<file path="config.mk">
export PLATFORM = sky130hd
export DESIGN_NAME = etf_mul
export DESIGN_NICKNAME = d
export VERILOG_FILES = /design/src/hdl/etf_pkg.sv /design/src/hdl/etf_mul.sv
export SDC_FILE = /design/constraint.sdc
export NUM_CORES = 2
export LEC_CHECK = 0
export ABC_CLOCK_PERIOD_IN_PS = 16100
export BUFFER_PORTS_ARGS = -buffer_cell sky130_fd_sc_hd__buf_4
export CORE_AREA = 5 5 276 345
export CTS_BUF_LIST = sky130_fd_sc_hd__clkbuf_4
export DETAILED_ROUTE_END_ITERATION = 10
export DIE_AREA = 0 0 281 350
export PLACE_DENSITY = 0.76
export SYNTH_ARGS = -nofsm -noshare
export SYNTH_HDL_FRONTEND = slang
export SYNTH_SLANG_ARGS = --single-unit
</file>
<file path="constraint.sdc">
create_clock -name aclk -period 16.1 [get_ports aclk]
set_input_delay 1.61 -clock aclk [delete_from_list [all_inputs] [get_ports aclk]]
set_output_delay 1.61 -clock aclk [all_outputs]
set_load 0.05 [all_outputs]
</file>
<file path="src/hdl/etf_pkg.sv">
// Shared types, constants and microprogram for the escape-time fractal pixel block.
// Depends on nothing; every other file in hdl/ imports it.
`default_nettype none

package etf_pkg;

    // Field widths that do not vary
    localparam int CAP_W         = 16;
    localparam int COLOUR_W      = 24;
    localparam int OUT_W         = 40;
    localparam int DENSITY_SHIFT = 4;
    localparam int CFG_IDX_W     = 3;
    localparam int DCNT_W        = 5;

    localparam logic [COLOUR_W-1:0] COLOUR_SPAN = 24'hFF_FFFF;

    // Register reset values, trimmed to the configured widths where used
    localparam logic [CAP_W-1:0] ITER_CAP_RST = 16'd1000;
    localparam logic [63:0]      X_ORIGIN_RST = 64'hFFFF_FFFF_D800_0000;
    localparam logic [63:0]      Y_ORIGIN_RST = 64'hFFFF_FFFF_F000_0000;
    localparam logic [63:0]      X_STEP_RST   = 64'd734003;
    localparam logic [63:0]      Y_STEP_RST   = 64'd671089;

    // Configuration register indexes
    typedef enum logic [CFG_IDX_W-1:0] {
        REG_ITER_CAP = 3'd0,
        REG_X_ORIGIN = 3'd1,
        REG_Y_ORIGIN = 3'd2,
        REG_X_STEP   = 3'd3,
        REG_Y_STEP   = 3'd4
    } cfg_reg_t;

    // Microprogram addressing
    localparam int UADDR_W = 5;
    localparam logic [UADDR_W-1:0] UA_IDLE = 5'd0;
    localparam logic [UADDR_W-1:0] UA_LOOP = 5'd4;
    localparam logic [UADDR_W-1:0] UA_DIV  = 5'd20;
    localparam logic [UADDR_W-1:0] UA_LAST = 5'd23;

    // Sequencing conditions
    typedef enum logic [2:0] {
        JC_NEXT,     // fall through
        JC_JUMP,     // unconditional jump to target
        JC_HOLD_IN,  // wait here for an input transaction
        JC_ITER,     // to target while the pixel keeps iterating
        JC_DIV,      // to target while the divider has steps left
        JC_EMIT      // to target once the output register is free
    } jump_t;

    typedef enum logic [1:0] {
        CS_NONE,
        CS_X,
        CS_Y
    } coord_sel_t;

    // Operand pairs issued to the shared multiplier
    typedef enum logic [2:0] {
        MS_NONE,
        MS_ZR_ZR,
        MS_ZI_ZI,
        MS_ZR_ZI,
        MS_NR_NR,
        MS_NI_NI
    } mul_sel_t;

    // Destination for the multiplier result
    typedef enum logic [2:0] {
        CP_NONE,
        CP_RR,
        CP_II,
        CP_RI,
        CP_SQA,
        CP_SQB
    } cap_sel_t;

    typedef enum logic [2:0] {
        AL_NONE,
        AL_INIT,
        AL_FORM,
        AL_TEST,
        AL_DIV_INIT,
        AL_DIV_STEP,
        AL_COL_MUL,
        AL_COL_MOD
    } alu_op_t;

    // One control word
    typedef struct packed {
        jump_t               jc;
        logic [UADDR_W-1:0]  target;
        coord_sel_t          cmul;
        coord_sel_t          cadd;
        mul_sel_t            mul;
        cap_sel_t            cap;
        alu_op_t             alu;
    } uword_t;

    // Conditions fed back to the sequencer
    typedef struct packed {
        logic in_fire;
        logic iter_go;
        logic div_more;
        logic out_free;
    } seq_status_t;

    // Control store. The multiplier has four stages, so each product is captured at
    // the step at which it leaves the fourth stage.
    function automatic uword_t ucode_rom(input logic [UADDR_W-1:0] addr);
        uword_t w;
        w = '{jc: JC_NEXT, target: UA_IDLE, cmul: CS_NONE, cadd: CS_NONE,
              mul: MS_NONE, cap: CP_NONE, alu: AL_NONE};
        unique case (addr)
            5'd0: w.jc = JC_HOLD_IN;                       // take column and row
            5'd1: w.cmul = CS_X;                           // column * x_step
            5'd2: begin                                    // real part of c
                w.cadd = CS_X;
                w.cmul = CS_Y;
            end
            5'd3: begin                                    // imaginary part, z = 0
                w.cadd = CS_Y;
                w.alu  = AL_INIT;
            end
            5'd4:  w.mul = MS_ZR_ZR;
            5'd5:  w.mul = MS_ZI_ZI;
            5'd6:  w.mul = MS_ZR_ZI;
            5'd7:  w.jc  = JC_NEXT;
            5'd8:  w.cap = CP_RR;
            5'd9:  w.cap = CP_II;
            5'd10: w.cap = CP_RI;
            5'd11: w.alu = AL_FORM;                        // new z at guard width
            5'd12: w.mul = MS_NR_NR;
            5'd13: w.mul = MS_NI_NI;
            5'd14: w.jc  = JC_NEXT;
            5'd15: w.jc  = JC_NEXT;
            5'd16: w.cap = CP_SQA;
            5'd17: w.cap = CP_SQB;
            5'd18: begin                                   // escape test
                w.alu    = AL_TEST;
                w.jc     = JC_ITER;
                w.target = UA_LOOP;
            end
            5'd19: w.alu = AL_DIV_INIT;
            5'd20: begin
                w.alu    = AL_DIV_STEP;
                w.jc     = JC_DIV;
                w.target = UA_DIV;
            end
            5'd21: w.alu = AL_COL_MUL;
            5'd22: w.alu = AL_COL_MOD;
            5'd23: begin
                w.jc     = JC_EMIT;
                w.target = UA_IDLE;
            end
            default: w.jc = JC_JUMP;                       // unused, back to idle
        endcase
        return w;
    endfunction

endpackage

`default_nettype wire

</file>
<file path="src/hdl/etf_mul.sv">
// Four-stage signed fixed-point multiplier: magnitude, partial products, sum,
// then shift, saturate and sign. Imports etf_pkg.
`default_nettype none

module etf_mul
    import etf_pkg::*;
#(
    parameter int GW   = 35,
    parameter int FRAC = 28
) (
    input  wire logic                 aclk,
    input  wire logic signed [GW-1:0] a,
    input  wire logic signed [GW-1:0] b,
    output logic signed [GW-1:0]      p
);

    localparam int H  = (GW + 1) / 2;
    localparam int HW = GW - H;
    localparam int PW = (GW > FRAC) ? 2 * GW : FRAC + GW;
    localparam int QW = PW - FRAC;

    logic [GW-1:0]     ma_reg, mb_reg;
    logic              neg1_reg, neg2_reg, neg3_reg;
    logic [2*H-1:0]    pp_ll_reg;
    logic [H+HW-1:0]   pp_lh_reg, pp_hl_reg;
    logic [2*HW-1:0]   pp_hh_reg;
    logic [PW-1:0]     sum_reg;
    logic signed [GW-1:0] p_reg;

    logic [GW-1:0]     ma_next, mb_next;
    logic [QW-1:0]     q;
    logic              over;
    logic [GW-2:0]     mag;
    logic [GW-1:0]     p_next;

    // stage 1: magnitudes
    always_comb begin
        ma_next = a[GW-1] ? (~a + 1'b1) : a;
        mb_next = b[GW-1] ? (~b + 1'b1) : b;
    end

    // stage 4: truncate toward zero, saturate, restore sign
    always_comb begin
        q      = sum_reg[PW-1:FRAC];
        over   = |q[QW-1:GW-1];
        mag    = over ? {(GW-1){1'b1}} : q[GW-2:0];
        p_next = neg3_reg ? (~{1'b0, mag} + 1'b1) : {1'b0, mag};
    end

    always_ff @(posedge aclk) begin
        ma_reg    <= ma_next;
        mb_reg    <= mb_next;
        neg1_reg  <= a[GW-1] ^ b[GW-1];
        // stage 2: four narrow partial products
        pp_ll_reg <= ma_reg[H-1:0] * mb_reg[H-1:0];
        pp_lh_reg <= ma_reg[H-1:0] * mb_reg[GW-1:H];
        pp_hl_reg <= ma_reg[GW-1:H] * mb_reg[H-1:0];
        pp_hh_reg <= ma_reg[GW-1:H] * mb_reg[GW-1:H];
        neg2_reg  <= neg1_reg;
        // stage 3: recombine
        sum_reg   <= PW'(pp_ll_reg) + (PW'(pp_lh_reg) << H) + (PW'(pp_hl_reg) << H)
                   + (PW'(pp_hh_reg) << (2 * H));
        neg3_reg  <= neg2_reg;
        p_reg     <= p_next;
    end

    assign p = p_reg;

endmodule

`default_nettype wire

</file>
# --- Word level (Yosys, flattened, before mapping) ---
# Cells that the tools add are included.
word_totals:
  ff_bits: 318
  input_bits: 71
  out_inout_bits: 35
  word_cells: 33
op_classes:
  add_sub_neg: 6
  n_mul: 4
  muxes: 4
  bitwise_logic: 4
  n_reduce_logical: 1
ops:
  columns: ["cell", "n"]
  rows:
  - ["$mux 34", 4]
  - ["$add 35x1->35 const B", 3]
  - ["$add 55x70->70", 1]
  - ["$not 35->35", 2]
  - ["$add 54x53->55", 1]
  - ["$add 36x53->54", 1]
  - ["$mul 18x18->36", 1]
  - ["$mul 17x18->35", 1]
  - ["$mul 18x17->35", 1]
  - ["$not 34->35", 1]
  - ["$mul 17x17->34", 1]
  - ["$reduce_or 8->1", 1]
  - ["$xor 1x1->1", 1]

# --- Longest topological paths before layout ---
logic_depth:
  word_depth: 5
  ltp_mapped: 25
  mapped_depth_nobuf: 23

# --- Worst setup path after synthesis ---
# No wires, ideal clock.
synth_path:
  path_type: "reg2reg"
  start: "register mb_reg[9]"
  end: "register pp_ll_reg[31]"
  setup_ns: 0.072
  arrival_time_ns: 6.188
  required_ns: 16.028
  slack_ns: 9.840
  path_stages_with_launch: 25
  path_buffers: 2
  synth_period_minus_slack_ns: 6.260
  path_cell_list: "dfxtp_1 -> clkbuf_1 -> clkbuf_1 -> nand2_1 -> fa_1 -> inv_1 -> fa_1 -> inv_1 -> fa_1 -> inv_1 -> fa_1 -> fa_1 -> inv_1 -> fa_1 -> inv_1 -> ha_1 -> a21oi_1 -> o21ai_0 -> a211oi_1 -> o21ai_0 -> o2111ai_1 -> o211ai_1 -> a311o_1 -> a21oi_1 -> xnor2_1"
synth_via:
  elab_chain_cells: 1
synth_lines:
  columns: ["element", "line_no", "text"]
  rows:
  - ["start, declared", "etf_mul.sv:22", "logic [GW-1:0] ma_reg, mb_reg;"]
  - ["start signal, assigned", "etf_mul.sv:52", "mb_reg <= mb_next;"]
  - ["$mul 18x18->36", "etf_mul.sv:55", "pp_ll_reg <= ma_reg[H-1:0] * mb_reg[H-1:0];"]
  - ["end signal, assigned", "etf_mul.sv:55", null]
  - ["end, declared", "etf_mul.sv:24", "logic [2*H-1:0] pp_ll_reg;"]
# No other way between the ends.
# A chain may end at the register's enable or synchronous reset.

# --- Worst setup path after layout ---
layout_path:
  start: "register mb_reg[4]"
  end: "register pp_ll_reg[31]"
# The elaborated chain is that of the path after synthesis.

==> results.py <==
metrics = {
    "outcome": {
        "outcome": "completed",
    },
    "timing": {
        "relSlewSlack": 0.247,
        "timing.fmax_mhz": 142,
        "setup_violations": 0,
        "worst_pin_slew_ps": 1130,
        "tns_ps": 0,
        "period_minus_slack_ps": 7040,
        "hold_viol": 0,
        "drv_slew": 0,
        "fin_ws_ps": 9060,
        "skew_ps": 73.9,
        "period_share": 0.437,
        "rsz0062_at_grt": "no",
    },
    "setup_path": {
        "arrival_ps": 7820,
        "reg2reg_depth": 20,
        "endpoint_kind": "flip-flop",
        "crit_type": "reg -> reg",
        "r2r_start": "mb_reg[4]$_DFF_P_",
        "r2r_end": "pp_ll_reg[31]$_DFF_P_",
        "crit_fanout": 35,
        "r2r_slack_ps": 9060,
        "cp.required_ps": 16880,
        "start_kind": "flip-flop",
    },
    "die": {
        "initial_utilization": 0.544,
        "die_area_sq_mm": 0.0984,
        "chipHeight_um": 350,
        "placementRows": 124,
        "core_sq_mm": 0.0914,
        "io_pins": 106,
        "die_x_um": 281,
    },
    "synthesis": {
        "syn_inst": 5518,
        "async_flop_share": 0,
        "synth_edf_count": 0,
        "ys_types": 64,
        "synth_area_sq_mm": 0.0498,
        "synth-warning-count": 0,
        "ys.flop_type": "dfxtp_1",
        "avgSynthCellArea_sq_um": 9.02,
        "synth_area_leaders": "fa_1 (40%), ha_1 (12%), dfxtp_1 (11%)",
        "seq_area_frac_synth": 0.109,
        "yosys.area.top_type": "fa_1",
        "synth_top_area_share": 0.398,
        "synth_nets": 7050,
        "synth_seq_cells": 272,
    },
    "final_layout": {
        "n_fill_cell": 7809,
        "seq_area_sq_mm": 0.00545,
        "fin_nets": 7056,
        "syn_to_final_growth_pct": 6.04,
        "drive_above_1_share": 0.0589,
        "multi_input_area_sq_mm": 0.0390,
        "largest_reg_flops": 42,
    },
    "routing": {
        "first_pass_iters": 5,
        "num_vias": 37379,
        "drc": 0,
        "vias_per_cell": 5.51,
        "wl_per_cell_um": 18.4,
        "drtIter0Drc": 2552,
        "detail-route-antenna-nets": 0,
        "totalWireLength_um": 125000,
    },
    "place": {
        "dp_slack_ps": 9150,
        "port_buffers": 105,
        "dp_hpwl_um": 94800,
        "place.gp.congestion": 0.888,
    },
    "min_path": {
        "min_path_type": "reg -> reg",
        "holdPathStages": 0,
        "min_from": "neg2_reg$_DFF_P_",
        "worstHoldEndpoint": "neg3_reg$_DFF_P_",
    },
    "run": {
        "drv_cap": 0,
    },
    "clock_tree": {
        "ctsResizeCount": 0,
        "cts_tree": "yes",
        "path_clk_slew_ps": 70,
        "post_cts_buffers": 0,
        "cts_sinks": 272,
        "cts_max_path_buffers": 3,
        "hold_buffers": 0,
        "htreeDepth": 3,
        "insertion_delay_ps": 910,
        "cts_made_buffers": 77,
        "cts-root-buf": "clkbuf_4",
    },
    "global_route": {
        "grt_max_degree": 37,
        "grt_usage": 0.265,
        "grt_pass1_wl_um": 208000,
        "antenna_found_initial": 6,
        "grt_pass1_vias": 40595,
        "overflow": 0,
    },
}
==> critical path: stages (launching register included) <==
cell and delay (ps):
dfxtp_2 860, nand2_1 170, fa_1 520, fa_1 550, inv_1 50, fa_1 480, fa_1 520, fa_1 500
inv_1 50, fa_1 470, inv_1 40, ha_1 320, a21oi_1 150, o21ai_0 170, a211oi_1 420, o21ai_0 200
o2111ai_1 430, o211ai_1 270, a311o_1 460, a21oi_1 190, xnor2_1 130
==> per-layer routing <==
metal / GRT usage / vias up / part of all wire
met2: 0.454 / 1459 / 0.49
met3: 0.0492 / 323 / 0.080
met5: 0 / - / 0
li1: - / 16703 / -
met4: 0.118 / 0 / 0.051
met1: 0.327 / 18894 / 0.38
==> synthesized netlist by cell type, types with 28 or more instances <==
cell         n
and2_1     550
inv_1     1173
a21o_1      71
o21ai_0     97
nand3_1     42
nor2_1     108
fa_1       990
nor3_1      36
o31ai_1     28
ha_1       471
a21oi_1    116
nand2_1    767
xnor2_1    161
xor2_1      46
dfxtp_1    272
or3_1       33
clkbuf_1   249
==> how the worst max path moves through the flow <==
stage / endpoint / start / slack, ps
2_1_floorplan: pp_ll_reg[31]$_DFF_P_ / mb_reg[9]$_DFF_P_ / 9840
3_3_place_gp: pp_ll_reg[31]$_DFF_P_ / mb_reg[4]$_DFF_P_ / 9270
3_5_place_dp: pp_ll_reg[31]$_DFF_P_ / mb_reg[4]$_DFF_P_ / 9150
4_1_cts: pp_ll_reg[31]$_DFF_P_ / mb_reg[4]$_DFF_P_ / 9100
5_1_grt: pp_ll_reg[31]$_DFF_P_ / mb_reg[4]$_DFF_P_ / 8640
6_report: pp_ll_reg[31]$_DFF_P_ / mb_reg[4]$_DFF_P_ / 9060
==> cells in the final DEF, fill, tap and decap left out, types with 108 or more instances in the layout <==
cell	Yosys	layout
a21oi_1	116	116
inv_1	1173	1173
ha_1	471	471
xnor2_1	161	161
dfxtp_1	272	269
nand2_1	767	767
fa_1	990	990
and2_1	550	550
nor2_1	108	108
buf_4	0	177
==> cell type report <==
type,instances,area share
flip-flops and latches,272,0.103
inverters,1173,0.0835
clock buffers,99,0.0141
well taps,1197,0.0284
multi-input cells,3823,0.739
clock inverters,39,0.00676
diodes,5,0.000237
repair buffers,177,0.0252
==> stage by stage <==
| step | instances | cell area (sq um) | hold slack (ps) | util |
|---|---|---|---|---|
| after detailed placement | 6642 | 51600 | 393 | 0.565 |
| after global routing | 6783 | 52800 | 356 | 0.577 |
| after CTS | 6780 | 52700 | 331 | 0.577 |
| after floorplan | 5518 | 49800 | 310 | - |
| final | 6785 | 52800 | 343 | 0.577 |
| after global placement | 6642 | 51600 | 394 | 0.565 |
==> cells by family after synthesis <==
group | Yosys count | synth area share
buffers and inverters | 1423 | 0.107
multiplexers | 3 | 0.000604
XOR/XNOR | 207 | 0.0364
AO/OA/AOI/OAI | 462 | 0.0611
adder cells (fa/ha/maj) | 1461 | 0.517
AND/OR/NAND/NOR | 1690 | 0.168
flip-flops | 272 | 0.109
Power is not shown: default switching activity piles up to over one toggle a cycle in this logic, so the estimate is an artifact.
