**config.mk**
```make
export PLATFORM = sky130hd
export DESIGN_NAME = etf_colour
export DESIGN_NICKNAME = d
export VERILOG_FILES = /design/src/hdl/etf_pkg.sv /design/src/hdl/etf_colour.sv
export SDC_FILE = /design/constraint.sdc
export NUM_CORES = 1
export LEC_CHECK = 0
export ABC_AREA = 1
export BUFFER_PORTS_ARGS = -buffer_cell sky130_fd_sc_hd__buf_2
export CORE_UTILIZATION = 30
export CTS_CLUSTER_DIAMETER = 120
export CTS_CLUSTER_SIZE = 10
export DETAILED_ROUTE_END_ITERATION = 16
export HOLD_SLACK_MARGIN = 0.06
export PLACE_DENSITY = 0.48
export SLEW_MARGIN = 10
export SYNTH_ARGS = -nofsm -noshare
export SYNTH_HDL_FRONTEND = slang
export SYNTH_SLANG_ARGS = --single-unit
```
**constraint.sdc**
```tcl
create_clock -name aclk -period 6.3 [get_ports aclk]
set_clock_uncertainty 0.05 [all_clocks]
set_input_delay 0.315 -clock aclk [delete_from_list [all_inputs] [get_ports aclk]]
set_output_delay 0.315 -clock aclk [all_outputs]
set_load 0.02 [all_outputs]
```
**src/hdl/etf_pkg.sv**
```systemverilog
// Shared types, constants and microprogram for the escape-time fractal pixel block.
// Depends on nothing; every other file in hdl/ imports it.
`default_nettype none

package etf_pkg;

    // Field widths that do not vary
    localparam int CAP_W         = 16;
    localparam int COLOUR_W      = 24;
    localparam int OUT_W         = 40;
    localparam int DENSITY_SHIFT = 4;
    localparam int CFG_IDX_W     = 3;
    localparam int DCNT_W        = 5;

    localparam logic [COLOUR_W-1:0] COLOUR_SPAN = 24'hFF_FFFF;

    // Register reset values, trimmed to the configured widths where used
    localparam logic [CAP_W-1:0] ITER_CAP_RST = 16'd1000;
    localparam logic [63:0]      X_ORIGIN_RST = 64'hFFFF_FFFF_D800_0000;
    localparam logic [63:0]      Y_ORIGIN_RST = 64'hFFFF_FFFF_F000_0000;
    localparam logic [63:0]      X_STEP_RST   = 64'd734003;
    localparam logic [63:0]      Y_STEP_RST   = 64'd671089;

    // Configuration register indexes
    typedef enum logic [CFG_IDX_W-1:0] {
        REG_ITER_CAP = 3'd0,
        REG_X_ORIGIN = 3'd1,
        REG_Y_ORIGIN = 3'd2,
        REG_X_STEP   = 3'd3,
        REG_Y_STEP   = 3'd4
    } cfg_reg_t;

    // Microprogram addressing
    localparam int UADDR_W = 5;
    localparam logic [UADDR_W-1:0] UA_IDLE = 5'd0;
    localparam logic [UADDR_W-1:0] UA_LOOP = 5'd4;
    localparam logic [UADDR_W-1:0] UA_DIV  = 5'd20;
    localparam logic [UADDR_W-1:0] UA_LAST = 5'd23;

    // Sequencing conditions
    typedef enum logic [2:0] {
        JC_NEXT,     // fall through
        JC_JUMP,     // unconditional jump to target
        JC_HOLD_IN,  // wait here for an input transaction
        JC_ITER,     // to target while the pixel keeps iterating
        JC_DIV,      // to target while the divider has steps left
        JC_EMIT      // to target once the output register is free
    } jump_t;

    typedef enum logic [1:0] {
        CS_NONE,
        CS_X,
        CS_Y
    } coord_sel_t;

    // Operand pairs issued to the shared multiplier
    typedef enum logic [2:0] {
        MS_NONE,
        MS_ZR_ZR,
        MS_ZI_ZI,
        MS_ZR_ZI,
        MS_NR_NR,
        MS_NI_NI
    } mul_sel_t;

    // Destination for the multiplier result
    typedef enum logic [2:0] {
        CP_NONE,
        CP_RR,
        CP_II,
        CP_RI,
        CP_SQA,
        CP_SQB
    } cap_sel_t;

    typedef enum logic [2:0] {
        AL_NONE,
        AL_INIT,
        AL_FORM,
        AL_TEST,
        AL_DIV_INIT,
        AL_DIV_STEP,
        AL_COL_MUL,
        AL_COL_MOD
    } alu_op_t;

    // One control word
    typedef struct packed {
        jump_t               jc;
        logic [UADDR_W-1:0]  target;
        coord_sel_t          cmul;
        coord_sel_t          cadd;
        mul_sel_t            mul;
        cap_sel_t            cap;
        alu_op_t             alu;
    } uword_t;

    // Conditions fed back to the sequencer
    typedef struct packed {
        logic in_fire;
        logic iter_go;
        logic div_more;
        logic out_free;
    } seq_status_t;

    // Control store. The multiplier has four stages, so each product is captured at
    // the step at which it leaves the fourth stage.
    function automatic uword_t ucode_rom(input logic [UADDR_W-1:0] addr);
        uword_t w;
        w = '{jc: JC_NEXT, target: UA_IDLE, cmul: CS_NONE, cadd: CS_NONE,
              mul: MS_NONE, cap: CP_NONE, alu: AL_NONE};
        unique case (addr)
            5'd0: w.jc = JC_HOLD_IN;                       // take column and row
            5'd1: w.cmul = CS_X;                           // column * x_step
            5'd2: begin                                    // real part of c
                w.cadd = CS_X;
                w.cmul = CS_Y;
            end
            5'd3: begin                                    // imaginary part, z = 0
                w.cadd = CS_Y;
                w.alu  = AL_INIT;
            end
            5'd4:  w.mul = MS_ZR_ZR;
            5'd5:  w.mul = MS_ZI_ZI;
            5'd6:  w.mul = MS_ZR_ZI;
            5'd7:  w.jc  = JC_NEXT;
            5'd8:  w.cap = CP_RR;
            5'd9:  w.cap = CP_II;
            5'd10: w.cap = CP_RI;
            5'd11: w.alu = AL_FORM;                        // new z at guard width
            5'd12: w.mul = MS_NR_NR;
            5'd13: w.mul = MS_NI_NI;
            5'd14: w.jc  = JC_NEXT;
            5'd15: w.jc  = JC_NEXT;
            5'd16: w.cap = CP_SQA;
            5'd17: w.cap = CP_SQB;
            5'd18: begin                                   // escape test
                w.alu    = AL_TEST;
                w.jc     = JC_ITER;
                w.target = UA_LOOP;
            end
            5'd19: w.alu = AL_DIV_INIT;
            5'd20: begin
                w.alu    = AL_DIV_STEP;
                w.jc     = JC_DIV;
                w.target = UA_DIV;
            end
            5'd21: w.alu = AL_COL_MUL;
            5'd22: w.alu = AL_COL_MOD;
            5'd23: begin
                w.jc     = JC_EMIT;
                w.target = UA_IDLE;
            end
            default: w.jc = JC_JUMP;                       // unused, back to idle
        endcase
        return w;
    endfunction

endpackage

`default_nettype wire

```
**src/hdl/etf_colour.sv**
```systemverilog
// Colour unit: restoring divider for floor(0xFFFFFF/cap), count product and
// reduction modulo 0xFFFFFF. Imports etf_pkg.
`default_nettype none

module etf_colour
    import etf_pkg::*;
(
    input  wire logic             aclk,
    input  wire logic             aresetn,
    input  wire alu_op_t          alu,
    input  wire logic [CAP_W-1:0] cap,
    input  wire logic [CAP_W-1:0] count,
    output logic                  div_more,
    output logic [COLOUR_W-1:0]   colour
);

    localparam int PROD_W = CAP_W + COLOUR_W;
    localparam int V_W    = PROD_W + DENSITY_SHIFT;

    logic [CAP_W-1:0]    rem_reg, rem_next;
    logic [COLOUR_W-1:0] quo_reg, quo_next;
    logic [DCNT_W-1:0]   dcnt_reg, dcnt_next;
    logic [PROD_W-1:0]   prod_reg, prod_next;
    logic [COLOUR_W-1:0] colour_reg, colour_next;

    logic [CAP_W+1:0]    trial;
    logic                take;
    logic [V_W-1:0]      v;
    logic [COLOUR_W:0]   fold;

    // one quotient bit a step
    always_comb begin
        trial = {1'b0, rem_reg, quo_reg[COLOUR_W-1]} - {2'b00, cap};
        take  = !trial[CAP_W+1];
    end

    // fold the product modulo 2^24 - 1; the value stays below 16 * span
    always_comb begin
        v    = {prod_reg, {DENSITY_SHIFT{1'b0}}};
        fold = {1'b0, v[COLOUR_W-1:0]} + (COLOUR_W+1)'(v[V_W-1:COLOUR_W]);
    end

    always_comb begin
        rem_next    = rem_reg;
        quo_next    = quo_reg;
        dcnt_next   = dcnt_reg;
        prod_next   = prod_reg;
        colour_next = colour_reg;
        unique case (alu)
            AL_DIV_INIT: begin
                rem_next  = '0;
                quo_next  = COLOUR_SPAN;
                dcnt_next = DCNT_W'(COLOUR_W);
            end
            AL_DIV_STEP: begin
                rem_next  = take ? trial[CAP_W-1:0] : {rem_reg[CAP_W-2:0], quo_reg[COLOUR_W-1]};
                quo_next  = {quo_reg[COLOUR_W-2:0], take};
                dcnt_next = dcnt_reg - 1'b1;
            end
            AL_COL_MUL: prod_next = count * quo_reg;
            AL_COL_MOD: begin
                colour_next = (fold >= {1'b0, COLOUR_SPAN})
                            ? fold[COLOUR_W-1:0] - COLOUR_SPAN
                            : fold[COLOUR_W-1:0];
            end
            default: ;
        endcase
    end

    always_ff @(posedge aclk) begin
        if (!aresetn) begin
            dcnt_reg <= '0;
        end else begin
            dcnt_reg <= dcnt_next;
        end
        rem_reg    <= rem_next;
        quo_reg    <= quo_next;
        prod_reg   <= prod_next;
        colour_reg <= colour_next;
    end

    assign div_more = (dcnt_reg != DCNT_W'(1));
    assign colour   = colour_reg;

    a_div_primed: assert property (@(posedge aclk) disable iff (!aresetn)
        (alu == AL_DIV_STEP) |-> (dcnt_reg != '0))
        else $error("divider stepped without being started");

endmodule

`default_nettype wire

```
# Yosys cells after proc, flatten, opt, wreduce, memory -nomap -nowiden
# Index checks and enable logic that the tools add are counted.
# Widths: inputs -> output; s select.
word_totals:
  register_bits: 109
  input_bits: 37
  output_inout_bits: 25
  elab_cells: 23
classes:
  addsub: 4
  n_mul: 1
  magnitude_cmp: 1
  eq_ne: 5
  n_mux: 5
  reduce_logical: 2
ops:
  columns: ["cell", "count"]
  rows:
  - ["$pmux 24 s2", 1]
  - ["$mul 16x24->40", 1]
  - ["$pmux 16 s2", 1]
  - ["$add 24x20->25", 1]
  - ["$ge 25x24->1 const B", 1]
  - ["$mux 24", 1]
  - ["$sub 24x24->24 const B", 1]
  - ["$sub 17x16->18", 1]
  - ["$mux 16", 1]
  - ["$eq 3x3->1 const B", 4]
  - ["$pmux 5 s2", 1]
  - ["$ne 5x1->1 const B", 1]
  - ["$sub 5x1->5 const B", 1]
  - ["$reduce_bool 2->1", 1]
  - ["$logic_not 1->1", 1]

# Depth between registers and ports, before layout
depth:
  ltp_word: 3
  mapped_depth: 28
  ltp_nobuf: 26

# Worst setup path after synthesis
# No wires, ideal clock.
synth_path:
  path_kind: "flip-flop to flip-flop"
  start: "reg quo_reg[9]"
  end: "reg prod_reg[34] (data pin)"
  setup_ps: 259
  arrival_ps: 5605
  t_required_ps: 5991
  path_slack_ps: 386
  stages_incl_launch_ff: 25
  n_path_buf: 2
  period_less_slack_ps: 5914
  path_cell_list: "edfxtp_1 > clkbuf_1 > clkbuf_1 > nand2_1 > fa_1 > inv_1 > fa_1 > inv_1 > fa_1 > inv_1 > fa_1 > fa_1 > inv_1 > fa_1 > inv_1 > ha_1 > a21oi_1 > o21ai_0 > a21boi_0 > o21ai_0 > a21oi_1 > o21bai_1 > nand2_1 > nand2_1 > xor2_1"
synth_between:
  elab_chain_len: 1
synth_rtl:
  columns: ["item", "line", "source"]
  rows:
  - ["from (decl)", "etf_colour.sv:21", "logic [COLOUR_W-1:0] quo_reg, quo_next;"]
  - ["from (signal assigned)", "etf_colour.sv:77", "quo_reg <= quo_next;"]
  - ["$mul 16x24->40", "etf_colour.sv:60", "AL_COL_MUL: prod_next = count * quo_reg;"]
  - ["to (signal assigned)", "etf_colour.sv:78", "prod_reg <= prod_next;"]
  - ["to (decl)", "etf_colour.sv:23", "logic [PROD_W-1:0] prod_reg, prod_next;"]
# Every way passes these cells.
# A chain may end at the register's enable or synchronous reset.

# Final worst setup path
layout_path:
  start: "reg quo_reg[4]"
  end: "reg prod_reg[25] (data pin)"
# The elaborated chain is that of the path after synthesis.

==> impl_metrics.env <==
export IMPL_ys_dominant_reg_cell="edfxtp_1"
export IMPL_path_max_fanout=10
export IMPL_yosys_warnings=0
export IMPL_cp_start_kind="register"
export IMPL_crit_family="adder cells"
export IMPL_cts_sink_count=109
export IMPL_hold_viol=0
export IMPL_final_cell_mix="702 x nand2_1, 654 x inv_1, 308 x fa_1"
export IMPL_setup_viol=0
export IMPL_r2r_cells=22
export IMPL_cp_num_cells=22
export IMPL_dieArea_um2=66300
export IMPL_std_cell_rows=93
export IMPL_crit_type="register to register"
export IMPL_largest_reg_flops=40
export IMPL_final_layout_size_suffix_gt1_frac=0.105
export IMPL_rsz0062_at_grt="yes"
export IMPL_drc=0
export IMPL_cts_tree="yes"
export IMPL_grt_pass1_wl_um=89200
export IMPL_maxCapViolations=0
export IMPL_slowest_stage="edfxtp_1"
export IMPL_routed_wl_um=53200
export IMPL_clk_latency_ps=400
export IMPL_status="finished, final reports clean"
export IMPL_first_iter_violations=859
export IMPL_drt_first_pass_iters=5
export IMPL_gp_congestion=0.907
export IMPL_synth_edf_count=104
export IMPL_root_buffer="clkbuf_16"
export IMPL_syn_inst=2523
export IMPL_fin_crit_sh=0.964
export IMPL_ys_types=39
export IMPL_endpoint_kind="register"
export IMPL_yosysSeqAreaShare=0.165
export IMPL_max_freq_mhz=165
export IMPL_fp_dieH_um=258
export IMPL_ant_nets=0
export IMPL_synth_nets=3015
export IMPL_nets=3124
export IMPL_worstPathCellList="nand2_1 > inv_1 > fa_1 > fa_1 > fa_1 > fa_1 > fa_1 > inv_1 > fa_1 > inv_1 > ha_1 > nand2_1 > nor2_2 > nand2_2 > nor4_2 > buf_4 > nand2_1 > nand3_1 > nand2_1 > nand2_1 > xor2_2 > buf_4"
export IMPL_synth_seq_cells=109
export IMPL_whs_path_depth=3
export IMPL_post_synth_cell_area_avg_um2=7.76
export IMPL_multi_input_area_um2=13700
export IMPL_cpMostUsedCell="fa_1"
export IMPL_htree_levels=3
export IMPL_worst_hold_slack_ps=138
export IMPL_antenna_found_initial=1
export IMPL_fin_crit_ps=6070
export IMPL_crit_arrival_ps=6170
export IMPL_vias_per_cell=4.51
export IMPL_worst_pin_slew_ps=1110
export IMPL_cts_clk_slew_worst_paths_ps=100
export IMPL_start_util=0.304
export IMPL_gr_total_overflow=0
export IMPL_cts_made_buffers=9
export IMPL_clockBufferDepth=2
export IMPL_maxSlewViolCount=0
export IMPL_final_seq_area_um2=3220
export IMPL_hpwl_um=45000
export IMPL_grt_pass1_vias=16800
export IMPL_io_buffers=61
export IMPL_place_ws_ps=-88.3
export IMPL_wl_per_cell_um=15.2
export IMPL_ios=62
export IMPL_fin_ws_ps=229
export IMPL_ctsHoldBuffers=0
export IMPL_globalRouteTotalUtil=0.169
export IMPL_critPathMaxStageDelay_ps=580
export IMPL_final_common_cell="nand2_1"
export IMPL_vias=15800
export IMPL_syn_to_final_growth_pct=13.1
export IMPL_final_util=0.344
export IMPL_async_flop_share=0
export IMPL_antenna_cells=0
export IMPL_fill_cells=6908
export IMPL_required_ps=6400
export IMPL_path_buf_inv=5
export IMPL_die_w_um=258
export IMPL_coreArea_um2=64500
export IMPL_netlist_area_um2=19600
export IMPL_slew_headroom=0.255
export IMPL_hp_class="primary input to register"
export IMPL_grt_max_degree=42
-- worst paths after layout --
path                             from                        to  slack [ps]
max          quo_reg[4]$_SDFFCE_PN1P_    prod_reg[25]$_DFFE_PN_         230
max reg2reg  quo_reg[4]$_SDFFCE_PN1P_    prod_reg[25]$_DFFE_PN_         230
min                           aresetn  dcnt_reg[4]$_SDFFE_PN0P_         140
min reg2reg  dcnt_reg[3]$_SDFFE_PN0P_  dcnt_reg[3]$_SDFFE_PN0P_         430
-- worst min-delay path: cells and delay by family --
kind	cells	cell delay (ps)
AO/OA/AOI/OAI	2	100
buffers and inverters	1	110
-- repair_timing --
item,in CTS,in global routing
resized for setup,0,32
setup endpoints to repair,5,18
buffers inserted,4,10
-- layout make-up --
class / instances / share of cell area
well taps: 855 / 0.0483
inverters: 654 / 0.111
clock buffers: 9 / 0.0102
flip-flops and latches: 109 / 0.146
repair buffers: 193 / 0.0642
clock inverters: 7 / 0.00299
multi-input cells: 1665 / 0.618
-- layer usage --
| layer | up-vias | part of all wire | GRT usage | wire length (um) |
|---|---|---|---|---|
| met2 | 283 | 0.47 | 0.286 | 25100 |
| met3 | 60 | 0.037 | 0.0234 | 1950 |
| met1 | 7722 | 0.47 | 0.225 | 25000 |
| met4 | 2 | 0.022 | 0.0483 | 1200 |
| met5 | - | 0.00024 | 0 | 13 |
| li1 | 7683 | - | - | - |
-- Yosys cell counts (2+ instances only) --
| master | instances | area (um2) |
|---|---|---|
| a21boi_0 | 3 | 22.5 |
| a21o_1 | 9 | 67.6 |
| a21oi_1 | 83 | 415 |
| a31oi_1 | 9 | 56.3 |
| buf_2 | 4 | 20.0 |
| buf_6 | 2 | 22.5 |
| clkbuf_1 | 88 | 330 |
| dfxtp_1 | 5 | 100 |
| edfxtp_1 | 104 | 3120 |
| fa_1 | 308 | 6170 |
| ha_1 | 147 | 1840 |
| inv_1 | 654 | 2450 |
| nand2_1 | 704 | 2640 |
| nand2_2 | 4 | 25.0 |
| nand3_1 | 66 | 330 |
| nand3_2 | 6 | 60.1 |
| nand3b_1 | 4 | 30.0 |
| nand4_1 | 38 | 238 |
| nor2_1 | 99 | 372 |
| nor2_2 | 4 | 25.0 |
| nor3_1 | 17 | 85.1 |
| nor4_1 | 4 | 25.0 |
| o211ai_1 | 2 | 15.0 |
| o21a_1 | 2 | 15.0 |
| o21ai_0 | 52 | 260 |
| o21bai_1 | 5 | 37.5 |
| o31ai_1 | 2 | 15.0 |
| or2_2 | 23 | 144 |
| xnor2_1 | 24 | 210 |
| xor2_1 | 42 | 368 |
-- stage by stage --
step / cell area, um2 / setup TNS [ps] / instances
after CTS: 21900 / 0 / 3482
after floorplan: 19600 / 0 / 2523
after global placement: 21600 / -44.1 / 3462
after detailed placement: 21600 / -117 / 3462
final: 22100 / 0 / 3492
after global routing: 22100 / -84.6 / 3492
-- cell families (layout without fill, tap and decap cells) --
logic type / count (synthesis) / count (layout) / synth area share
buf+inv: 749 / 863 / 0.145
xor+xnor: 66 / 66 / 0.0295
simple gates: 972 / 972 / 0.204
fa+ha+maj: 455 / 455 / 0.409
flops: 109 / 109 / 0.165
compound gates: 172 / 172 / 0.0483
Power is not shown: default switching activity piles up to over one toggle a cycle in this logic, so the estimate is an artifact.
