File: config.mk
export PLATFORM = sky130hd
export DESIGN_NAME = etf_seq
export DESIGN_NICKNAME = d
export VERILOG_FILES = /design/src/hdl/etf_pkg.sv /design/src/hdl/etf_seq.sv
export SDC_FILE = /design/constraint.sdc
export NUM_CORES = 1
export LEC_CHECK = 0
export BUFFER_PORTS_ARGS = -buffer_cell sky130_fd_sc_hd__buf_2
export CAP_MARGIN = 20
export CELL_PAD_IN_SITES_DETAIL_PLACEMENT = 0
export CELL_PAD_IN_SITES_GLOBAL_PLACEMENT = 1
export CORE_AREA = 4 4 52 54
export CTS_BUF_LIST = sky130_fd_sc_hd__clkbuf_8
export DETAILED_ROUTE_END_ITERATION = 12
export DIE_AREA = 0 0 56 58
export GPL_ROUTABILITY_DRIVEN = 0
export GPL_TIMING_DRIVEN = 0
export PLACE_DENSITY_LB_ADDON = 0.1
export SYNTH_ARGS = -nofsm -noshare
export SYNTH_HDL_FRONTEND = slang
export SYNTH_SLANG_ARGS = --single-unit
File: constraint.sdc
create_clock -name aclk -period 1.9 [get_ports aclk]
set_clock_uncertainty 0.2 [all_clocks]
set_input_delay 0.095 -clock aclk [delete_from_list [all_inputs] [get_ports aclk]]
set_output_delay 0.095 -clock aclk [all_outputs]
set_load 0.01 [all_outputs]
File: src/hdl/etf_pkg.sv
// Shared types, constants and microprogram for the escape-time fractal pixel block.
// Depends on nothing; every other file in hdl/ imports it.
`default_nettype none

package etf_pkg;

    // Field widths that do not vary
    localparam int CAP_W         = 16;
    localparam int COLOUR_W      = 24;
    localparam int OUT_W         = 40;
    localparam int DENSITY_SHIFT = 4;
    localparam int CFG_IDX_W     = 3;
    localparam int DCNT_W        = 5;

    localparam logic [COLOUR_W-1:0] COLOUR_SPAN = 24'hFF_FFFF;

    // Register reset values, trimmed to the configured widths where used
    localparam logic [CAP_W-1:0] ITER_CAP_RST = 16'd1000;
    localparam logic [63:0]      X_ORIGIN_RST = 64'hFFFF_FFFF_D800_0000;
    localparam logic [63:0]      Y_ORIGIN_RST = 64'hFFFF_FFFF_F000_0000;
    localparam logic [63:0]      X_STEP_RST   = 64'd734003;
    localparam logic [63:0]      Y_STEP_RST   = 64'd671089;

    // Configuration register indexes
    typedef enum logic [CFG_IDX_W-1:0] {
        REG_ITER_CAP = 3'd0,
        REG_X_ORIGIN = 3'd1,
        REG_Y_ORIGIN = 3'd2,
        REG_X_STEP   = 3'd3,
        REG_Y_STEP   = 3'd4
    } cfg_reg_t;

    // Microprogram addressing
    localparam int UADDR_W = 5;
    localparam logic [UADDR_W-1:0] UA_IDLE = 5'd0;
    localparam logic [UADDR_W-1:0] UA_LOOP = 5'd4;
    localparam logic [UADDR_W-1:0] UA_DIV  = 5'd20;
    localparam logic [UADDR_W-1:0] UA_LAST = 5'd23;

    // Sequencing conditions
    typedef enum logic [2:0] {
        JC_NEXT,     // fall through
        JC_JUMP,     // unconditional jump to target
        JC_HOLD_IN,  // wait here for an input transaction
        JC_ITER,     // to target while the pixel keeps iterating
        JC_DIV,      // to target while the divider has steps left
        JC_EMIT      // to target once the output register is free
    } jump_t;

    typedef enum logic [1:0] {
        CS_NONE,
        CS_X,
        CS_Y
    } coord_sel_t;

    // Operand pairs issued to the shared multiplier
    typedef enum logic [2:0] {
        MS_NONE,
        MS_ZR_ZR,
        MS_ZI_ZI,
        MS_ZR_ZI,
        MS_NR_NR,
        MS_NI_NI
    } mul_sel_t;

    // Destination for the multiplier result
    typedef enum logic [2:0] {
        CP_NONE,
        CP_RR,
        CP_II,
        CP_RI,
        CP_SQA,
        CP_SQB
    } cap_sel_t;

    typedef enum logic [2:0] {
        AL_NONE,
        AL_INIT,
        AL_FORM,
        AL_TEST,
        AL_DIV_INIT,
        AL_DIV_STEP,
        AL_COL_MUL,
        AL_COL_MOD
    } alu_op_t;

    // One control word
    typedef struct packed {
        jump_t               jc;
        logic [UADDR_W-1:0]  target;
        coord_sel_t          cmul;
        coord_sel_t          cadd;
        mul_sel_t            mul;
        cap_sel_t            cap;
        alu_op_t             alu;
    } uword_t;

    // Conditions fed back to the sequencer
    typedef struct packed {
        logic in_fire;
        logic iter_go;
        logic div_more;
        logic out_free;
    } seq_status_t;

    // Control store. The multiplier has four stages, so each product is captured at
    // the step at which it leaves the fourth stage.
    function automatic uword_t ucode_rom(input logic [UADDR_W-1:0] addr);
        uword_t w;
        w = '{jc: JC_NEXT, target: UA_IDLE, cmul: CS_NONE, cadd: CS_NONE,
              mul: MS_NONE, cap: CP_NONE, alu: AL_NONE};
        unique case (addr)
            5'd0: w.jc = JC_HOLD_IN;                       // take column and row
            5'd1: w.cmul = CS_X;                           // column * x_step
            5'd2: begin                                    // real part of c
                w.cadd = CS_X;
                w.cmul = CS_Y;
            end
            5'd3: begin                                    // imaginary part, z = 0
                w.cadd = CS_Y;
                w.alu  = AL_INIT;
            end
            5'd4:  w.mul = MS_ZR_ZR;
            5'd5:  w.mul = MS_ZI_ZI;
            5'd6:  w.mul = MS_ZR_ZI;
            5'd7:  w.jc  = JC_NEXT;
            5'd8:  w.cap = CP_RR;
            5'd9:  w.cap = CP_II;
            5'd10: w.cap = CP_RI;
            5'd11: w.alu = AL_FORM;                        // new z at guard width
            5'd12: w.mul = MS_NR_NR;
            5'd13: w.mul = MS_NI_NI;
            5'd14: w.jc  = JC_NEXT;
            5'd15: w.jc  = JC_NEXT;
            5'd16: w.cap = CP_SQA;
            5'd17: w.cap = CP_SQB;
            5'd18: begin                                   // escape test
                w.alu    = AL_TEST;
                w.jc     = JC_ITER;
                w.target = UA_LOOP;
            end
            5'd19: w.alu = AL_DIV_INIT;
            5'd20: begin
                w.alu    = AL_DIV_STEP;
                w.jc     = JC_DIV;
                w.target = UA_DIV;
            end
            5'd21: w.alu = AL_COL_MUL;
            5'd22: w.alu = AL_COL_MOD;
            5'd23: begin
                w.jc     = JC_EMIT;
                w.target = UA_IDLE;
            end
            default: w.jc = JC_JUMP;                       // unused, back to idle
        endcase
        return w;
    endfunction

endpackage

`default_nettype wire

File: src/hdl/etf_seq.sv
// Microcode sequencer: step counter, control store lookup and conditional jumps.
// Imports etf_pkg for the control word, status struct and microprogram.
`default_nettype none

module etf_seq
    import etf_pkg::*;
(
    input  wire logic        aclk,
    input  wire logic        aresetn,
    input  wire seq_status_t status,
    output uword_t           ctrl
);

    logic [UADDR_W-1:0] pc_reg, pc_next, pc_inc;

    assign ctrl   = ucode_rom(pc_reg);
    assign pc_inc = pc_reg + 1'b1;

    // next step
    always_comb begin
        unique case (ctrl.jc)
            JC_NEXT:    pc_next = pc_inc;
            JC_JUMP:    pc_next = ctrl.target;
            JC_HOLD_IN: pc_next = status.in_fire  ? pc_inc      : pc_reg;
            JC_ITER:    pc_next = status.iter_go  ? ctrl.target : pc_inc;
            JC_DIV:     pc_next = status.div_more ? ctrl.target : pc_inc;
            JC_EMIT:    pc_next = status.out_free ? ctrl.target : pc_reg;
            default:    pc_next = UA_IDLE;
        endcase
    end

    always_ff @(posedge aclk) begin
        if (!aresetn) begin
            pc_reg <= UA_IDLE;
        end else begin
            pc_reg <= pc_next;
        end
    end

    a_pc_in_program: assert property (@(posedge aclk) disable iff (!aresetn)
        pc_reg <= UA_LAST)
        else $error("sequencer left the microprogram");

endmodule

`default_nettype wire

Word-level counts from Yosys, hierarchy flattened
Cells that the tools add are included.
{ "word_totals": {"n_memories": 0, "ff_bits": 5, "latch_bits": 0, "wordCells": 48, "ram_bits": 0, "rom_bits": 0} }
{ "op_classes": {"n_bitwise": 0, "n_mul": 0, "n_lt_le_gt_ge": 0, "n_mux": 12, "addsub": 1, "reduce_logical": 4, "div": 0, "shift": 0, "n_eq_ne": 30} }
{ "op_table": {"columns": ["op", "count"], "rows": [
  ["case mux 3 bit (5 select lines)", 3],
  ["== test 5 x 4 -> 1 bit (second input constant)", 8],
  ["== test 5 bit (second input constant)", 8],
  ["case mux 5 bit (6 select lines)", 1],
  ["case mux 3 bit (7 select lines)", 1],
  ["== test 5 x 3 -> 1 bit (second input constant)", 4],
  ["2-to-1 mux 5 bit", 4],
  ["OR reduction 20 bit", 1],
  ["== test 5 x 2 -> 1 bit (second input constant)", 2],
  ["case mux 5 bit (2 select lines)", 1],
  ["case mux 2 bit (2 select lines)", 2],
  ["== test 3 x 2 -> 1 bit (second input constant)", 2],
  ["== test 3 bit (second input constant)", 2],
  ["adder 5 x 1 -> 5 bit (second input constant)", 1],
  ["== test 5 x 1 -> 1 bit (second input constant)", 1],
  ["logical NOT 5 bit", 1],
  ["inequality test 2 bit (second input constant)", 2],
  ["== test 3 x 1 -> 1 bit (second input constant)", 1],
  ["logical NOT 3 bit", 1],
  ["AND reduction 2 bit", 1]
]} }

Longest topological paths before layout
Gate-level depths: netlist of the first run.
{ "logic_depth": {"word_depth": 6, "mapped_depth": 7, "mapped_depth_nobuf": 6} }

Worst setup path before layout of the first run
Ideal clock, no wire load.
{ "synth_timing": {"path_kind": "register -> register", "startpoint": "register pc_reg[0]", "endpoint": "register pc_reg[2]", "required_time_ns": 1.584, "n_path_buf": 1, "setup_time_ns": 0.116, "synth_period_minus_slack_ns": 1.900, "path_stages_with_launch": 8, "slack_ns": 0.000, "arrival_ns": 1.584, "path_cell_list": "dfxtp_1 inv_1 ha_1 buf_2 mux2i_1 nor3_1 a31oi_1 a31o_2"} }
{ "synth_lines": {"columns": ["item", "line_no", "source"], "rows": [
  ["start: declaration", "etf_seq.sv:14", "logic [UADDR_W-1:0] pc_reg, pc_next, pc_inc;"],
  ["start signal: assignment", "etf_seq.sv:36", "pc_reg <= pc_next;"]
]} }

Final worst setup path of the first run
{ "layout_timing": {"startpoint": "register pc_reg[0]", "endpoint": "register pc_reg[0]"} }
{ "layout_via": {"elab_chain_cells": 6} }
{ "layout_rtl": {"columns": ["item", "line_no", "source"], "rows": [
  ["== test 5 bit (tied with other cells)", "etf_pkg.sv:112", "unique case (addr)"],
  ["OR reduction 20 bit (no line)", null, null],
  ["case mux 3 bit (5 select lines)", "etf_pkg.sv:112", null],
  ["== test 3 x 2 -> 1 bit / == test 3 bit (equally long branches)", "etf_seq.sv:21", "unique case (ctrl.jc)"],
  ["inequality test 2 bit (no line)", null, null],
  ["AND reduction 2 bit (no line)", null, null]
]} }
Parallel ways exist; a longest one is shown, timed or not. The select of a mux whose other input is x is not followed.
A chain may end at the register's enable or synchronous reset.

==> flow_summary.toml, run 1 <==
[status]
status = "finished with violations"
violations = "setup timing"

[die]
initial_core_util = 0.293
ios = 27
core_area_sq_um = 2210
placementRows = 17
die_y_microns = 58
die_x_microns = 56
die-area_sq_um = 3250

[critical_path]
r2r_cells = 6
crit_fanout = 5
critPathArrivalTime_ns = 1.83
crit_chain = "inv_4 > ha_4 > mux2i_4 > or4_1 > a32oi_2 > o22ai_1"
critPathKind = "flop to flop"
max_stage_delay_ns = 0.49
crit_slowest_cell = "or4_1"
cp-endpoint = "pc_reg[0]"
startpoint_type = "flop"
r2r_end = "pc_reg[0]"
reg2reg_from = "pc_reg[0]"
cp.required_ns = 1.79
crit_path_end_kind = "flop"
r2r_slack_ns = -0.04
critPathLaunch = "pc_reg[0]"

[pwr]
ir_drop_v = 0.000533
total_power_mw = 0.976
p_leak_nw = 0.429
powerDensity_nw_per_um2 = 1030

[sta]
holdWs_ns = 0.117
max_freq_mhz = 515
setup_viol = 2
period_minus_slack_ns = 1.94
grt_setup_unrepaired = "yes"
drv_slew = 0
hold_viol_final = 0
period_share = 1.02
setup_ws_ns = -0.0422

[global_route]
antenna_found_initial = 0
overflow = 0
grtUsageTotal = 0.123
grt_pass1_wl_microns = 3310
grt_max_degree = 11
first_global_vias = 703

[routing]
drc_errors = 0
vias_per_cell = 5.06
wl_per_cell_microns = 12.9
drt-initial-drc-count = 15
wl_microns = 2020
vias = 795
ant_nets = 0
first_pass_iters = 4

[final_layout]
finish.net_count = 140
regArea_sq_um = 108
multi_input_area_sq_um = 522
drive_gt1_frac = 0.411
most-common-layout-cells = "26 x buf_2, 11 x nor2_1, 9 x nor3_1"
final_common_cell = "buf_2"
n_antenna_cell = 0
design_area_sq_um = 950
largest_register_ffs = 5
fill_cells = 247
post-route-util = 0.429
area_delta_synth_final_pct = 46.5

[logic_synthesis]
post_synth.cell_area_avg_sq_um = 6.68
synth_seq_area_share = 0.154
synth_cell_type_count = 32
synthCells = 97
synth_top_area_cell = "dfxtp_1"
synthArstFlopShare = 0
synth_ff_type = "dfxtp_1"
synth.area.top_cells = "dfxtp_1 15%, ha_1 7.7%, nor3_1 7.7%"
ys_warn_count = 0
ys_ff_latch = 5
synth_top_area_frac = 0.154
syn_area_sq_um = 648
synth_edf_count = 0

[cts]
clk_latency_ns = 0.22
tritoncts = "yes"
clockBufferDepth = 2
numCtsBuffers = 3
root_buffer = "clkbuf_8"
clk_pin_slew_ns = 0.03
cts.sinks = 5
cts-htree-levels = 1

[placed_design]
io_buffers = 23
post-dp-hpwl_microns = 1460
placed_cell_area_sq_um = 806

[hold_path]
hold_class = "input pin to flop"

[job]
maxCapViolCount = 0
## power breakdown
part	switching [mW]	internal (mW)	leakage, nW
clock network	0.0492	0.138	0.0269
registers	0.0361	0.137	0.0420
logic	0.339	0.276	0.360
## worst min-delay path by stage
stage                            to  cells past startpoint  startpoint
after floorplan           pc_reg[3]                      2     aresetn
after global routing      pc_reg[0]                      3   status[0]
after detailed placement  pc_reg[3]                      3     aresetn
after CTS                 pc_reg[0]                      3   status[0]
after global placement    pc_reg[3]                      3     aresetn
final                     pc_reg[0]                      3   status[0]
## layer usage
layer / up-vias / part of all wire / GRT usage
met2: 20 / 0.46 / 0.190
li1: 405 / - / -
met3: 2 / 0.047 / 0.0223
met1: 368 / 0.48 / 0.165
met4: 0 / 0.0074 / 0.0576
met5: - / 0 / 0
## final cells by class
cell class              instances  area share
multi-input cells              77       0.549
inverters                       5      0.0250
flip-flops and latches          5       0.113
plain buffers                  10      0.0646
clock buffers                   3      0.0435
repair buffers                 28       0.163
clock inverters                 1     0.00395
well taps                      28      0.0369
## synthesized netlist by cell type (3+ instances only)
library cell  number
a21oi_1            6
and2_1             4
buf_2              5
buf_4              4
dfxtp_1            5
ha_1               4
inv_1              5
nand2_1            8
nand2b_1           3
nand3_1            3
nor2_1            12
nor3_1            10
## metrics by stage
stage / instances / setup WS (ns) / setup TNS, ns
final: 157 / -0.0422 / -0.0549
after global routing: 157 / -0.0737 / -0.199
after CTS: 158 / -0.0549 / -0.186
after detailed placement: 150 / -0.229 / -0.833
after global placement: 150 / -0.199 / -0.819
after floorplan: 99 / 0.000173 / 0
## timing repair
item                                    CTS  global route
endpoints found under the setup margin    9            10
buffers inserted                          3             1
pin swaps                                 3             4
resized for setup                        10            14
endpoints found under the hold margin     1             0
hold buffers                              1             0
## worst max-delay path, delay by kind of cell (launching register included)
kind	cells	cell delay, ns
flip-flops	1	0.35
multiplexers	1	0.08
AO/OA/AOI/OAI	2	0.44
adder cells (fa/ha/maj)	1	0.17
AND/OR/NAND/NOR	1	0.49
buffers and inverters	1	0.08
## kinds of logic (layout without fill, tap and decap cells)
family                     count (synthesis)  in the layout  share of synthesized area
and+or+nand+nor                           46             46                      0.347
xor gates and xnor gates                   1              1                     0.0135
other                                      1              3                    0.00579
buffers and inverters                     17             47                      0.131
muxes                                      1              1                     0.0154
adders and majority gates                  4              4                     0.0772
DFF                                        5              5                      0.154
AOI/OAI and AO/OA                         22             22                      0.255
No activity file was read; power rests on OpenSTA's default activity.
==> run 2, diff against run 1 <==
- BUFFER_PORTS_ARGS: -buffer_cell sky130_fd_sc_hd__buf_2 -> -buffer_cell sky130_fd_sc_hd__clkbuf_2
==> flow_summary.toml, run 2 (synthesized netlist as in run 1, its figures left out) <==
[routing]
drc_errors = 0
vias = 789
ant_nets = 0
first_pass_iters = 4
vias_per_cell = 5.03
drt-initial-drc-count = 17
wl_microns = 1990
wl_per_cell_microns = 12.7

[die]
core_area_sq_um = 2210
ios = 27
die-area_sq_um = 3250
placementRows = 17
die_y_microns = 58
die_x_microns = 56
initial_core_util = 0.293

[placed_design]
dp_cells = 150
post-dp-hpwl_microns = 1470
io_buffers = 23
placed_cell_area_sq_um = 806
dp_slack_ns = -0.240

[critical_path]
critPathKind = "flop to flop"
crit_fanout = 5
cp.required_ns = 1.79
startpoint_type = "flop"
crit_path_end_kind = "flop"
critPathArrivalTime_ns = 1.83
critPathTopFamily = "simple AND/OR/NAND/NOR gates"
crit_buf_inv = 1
crit_slowest_cell = "or4_1"
crit_chain = "inv_4 > ha_4 > mux2i_4 > or4_1 > a32oi_2 > o22ai_1"
max_stage_delay_ns = 0.48

[status]
violations = "setup timing"
status = "finished with violations"

[final_layout]
post-route-util = 0.426
drive_gt1_frac = 0.411
n_antenna_cell = 0
most-common-layout-cells = "24 x clkbuf_2, 11 x nor2_1, 9 x nor3_1"
layout.cells.non_filler = 157
area_delta_synth_final_pct = 45.4
final_common_cell = "clkbuf_2"
design_area_sq_um = 942
fill_cells = 248
multi_input_area_sq_um = 522
finish.net_count = 140
regArea_sq_um = 105
largest_register_ffs = 5

[global_route]
antenna_found_initial = 0
grtUsageTotal = 0.129
first_global_vias = 706
grt_pass1_wl_microns = 3390
grt_max_degree = 11
overflow = 0

[sta]
drv_slew = 0
setup_viol = 2
setup_ws_ns = -0.0377
finalSetupTns_ns = -0.0460
grt_setup_unrepaired = "yes"
hold_viol_final = 0
period_minus_slack_ns = 1.94
period_share = 1.02
max_freq_mhz = 516
holdWs_ns = 0.0970

[cts]
clk_pin_slew_ns = 0.03
clockBufferDepth = 2
tritoncts = "yes"
numCtsBuffers = 3
cts.sinks = 5
clk_latency_ns = 0.22
cts-htree-levels = 1
root_buffer = "clkbuf_8"

[hold_path]
hold_class = "input pin to flop"

[job]
maxCapViolCount = 0

[pwr]
powerDensity_nw_per_um2 = 1030
ir_drop_v = 0.000501
p_leak_nw = 0.414
total_power_mw = 0.969
run 2: final timing paths:
kind	start	slack (ns)	to	cells after the start
worst max register to register	pc_reg[0]	-0.04	pc_reg[0]	6
worst min-delay path	status[1]	0.1	pc_reg[3]	4
worst min register to register	pc_reg[1]	0.33	pc_reg[1]	2
worst max-delay path	pc_reg[0]	-0.04	pc_reg[0]	6
run 2: where the power goes:
group	internal [mW]	total, mW	switching [mW]
Clock	0.138	0.189	0.0504
Sequential	0.133	0.168	0.0350
Combinational	0.275	0.611	0.337
run 2: area by class of cell:
cell class                      instances  share of cell area
Inverter                                5              0.0226
Clock buffer                            3              0.0438
Sequential cell                         5               0.112
Tap cell                               28              0.0372
Buffer                                 10              0.0624
Clock inverter                          1             0.00398
Timing Repair Buffer                   28               0.165
Multi-Input combinational cell         77               0.554
run 2: metal layers:
layer  share of wire  track usage
met1            0.47        0.170
met2            0.46        0.204
met5               0            0
met4           0.015       0.0610
met3           0.048       0.0200
run 2: repair_timing:
| action | in CTS | in global routing |
|---|---|---|
| pin swaps | 3 | 5 |
| setup buffers | 2 | 2 |
| hold endpoints to repair | 1 | 0 |
| hold buffers | 1 | 0 |
| resized for setup | 10 | 11 |
| endpoints found under the setup margin | 11 | 10 |
run 2: worst min-delay path: cells and delay by family:
kind / cells / cell delay (ns)
AND/OR/NAND/NOR: 2 / 0.16
buffers and inverters: 1 / 0.08
AO/OA/AOI/OAI: 1 / 0.15
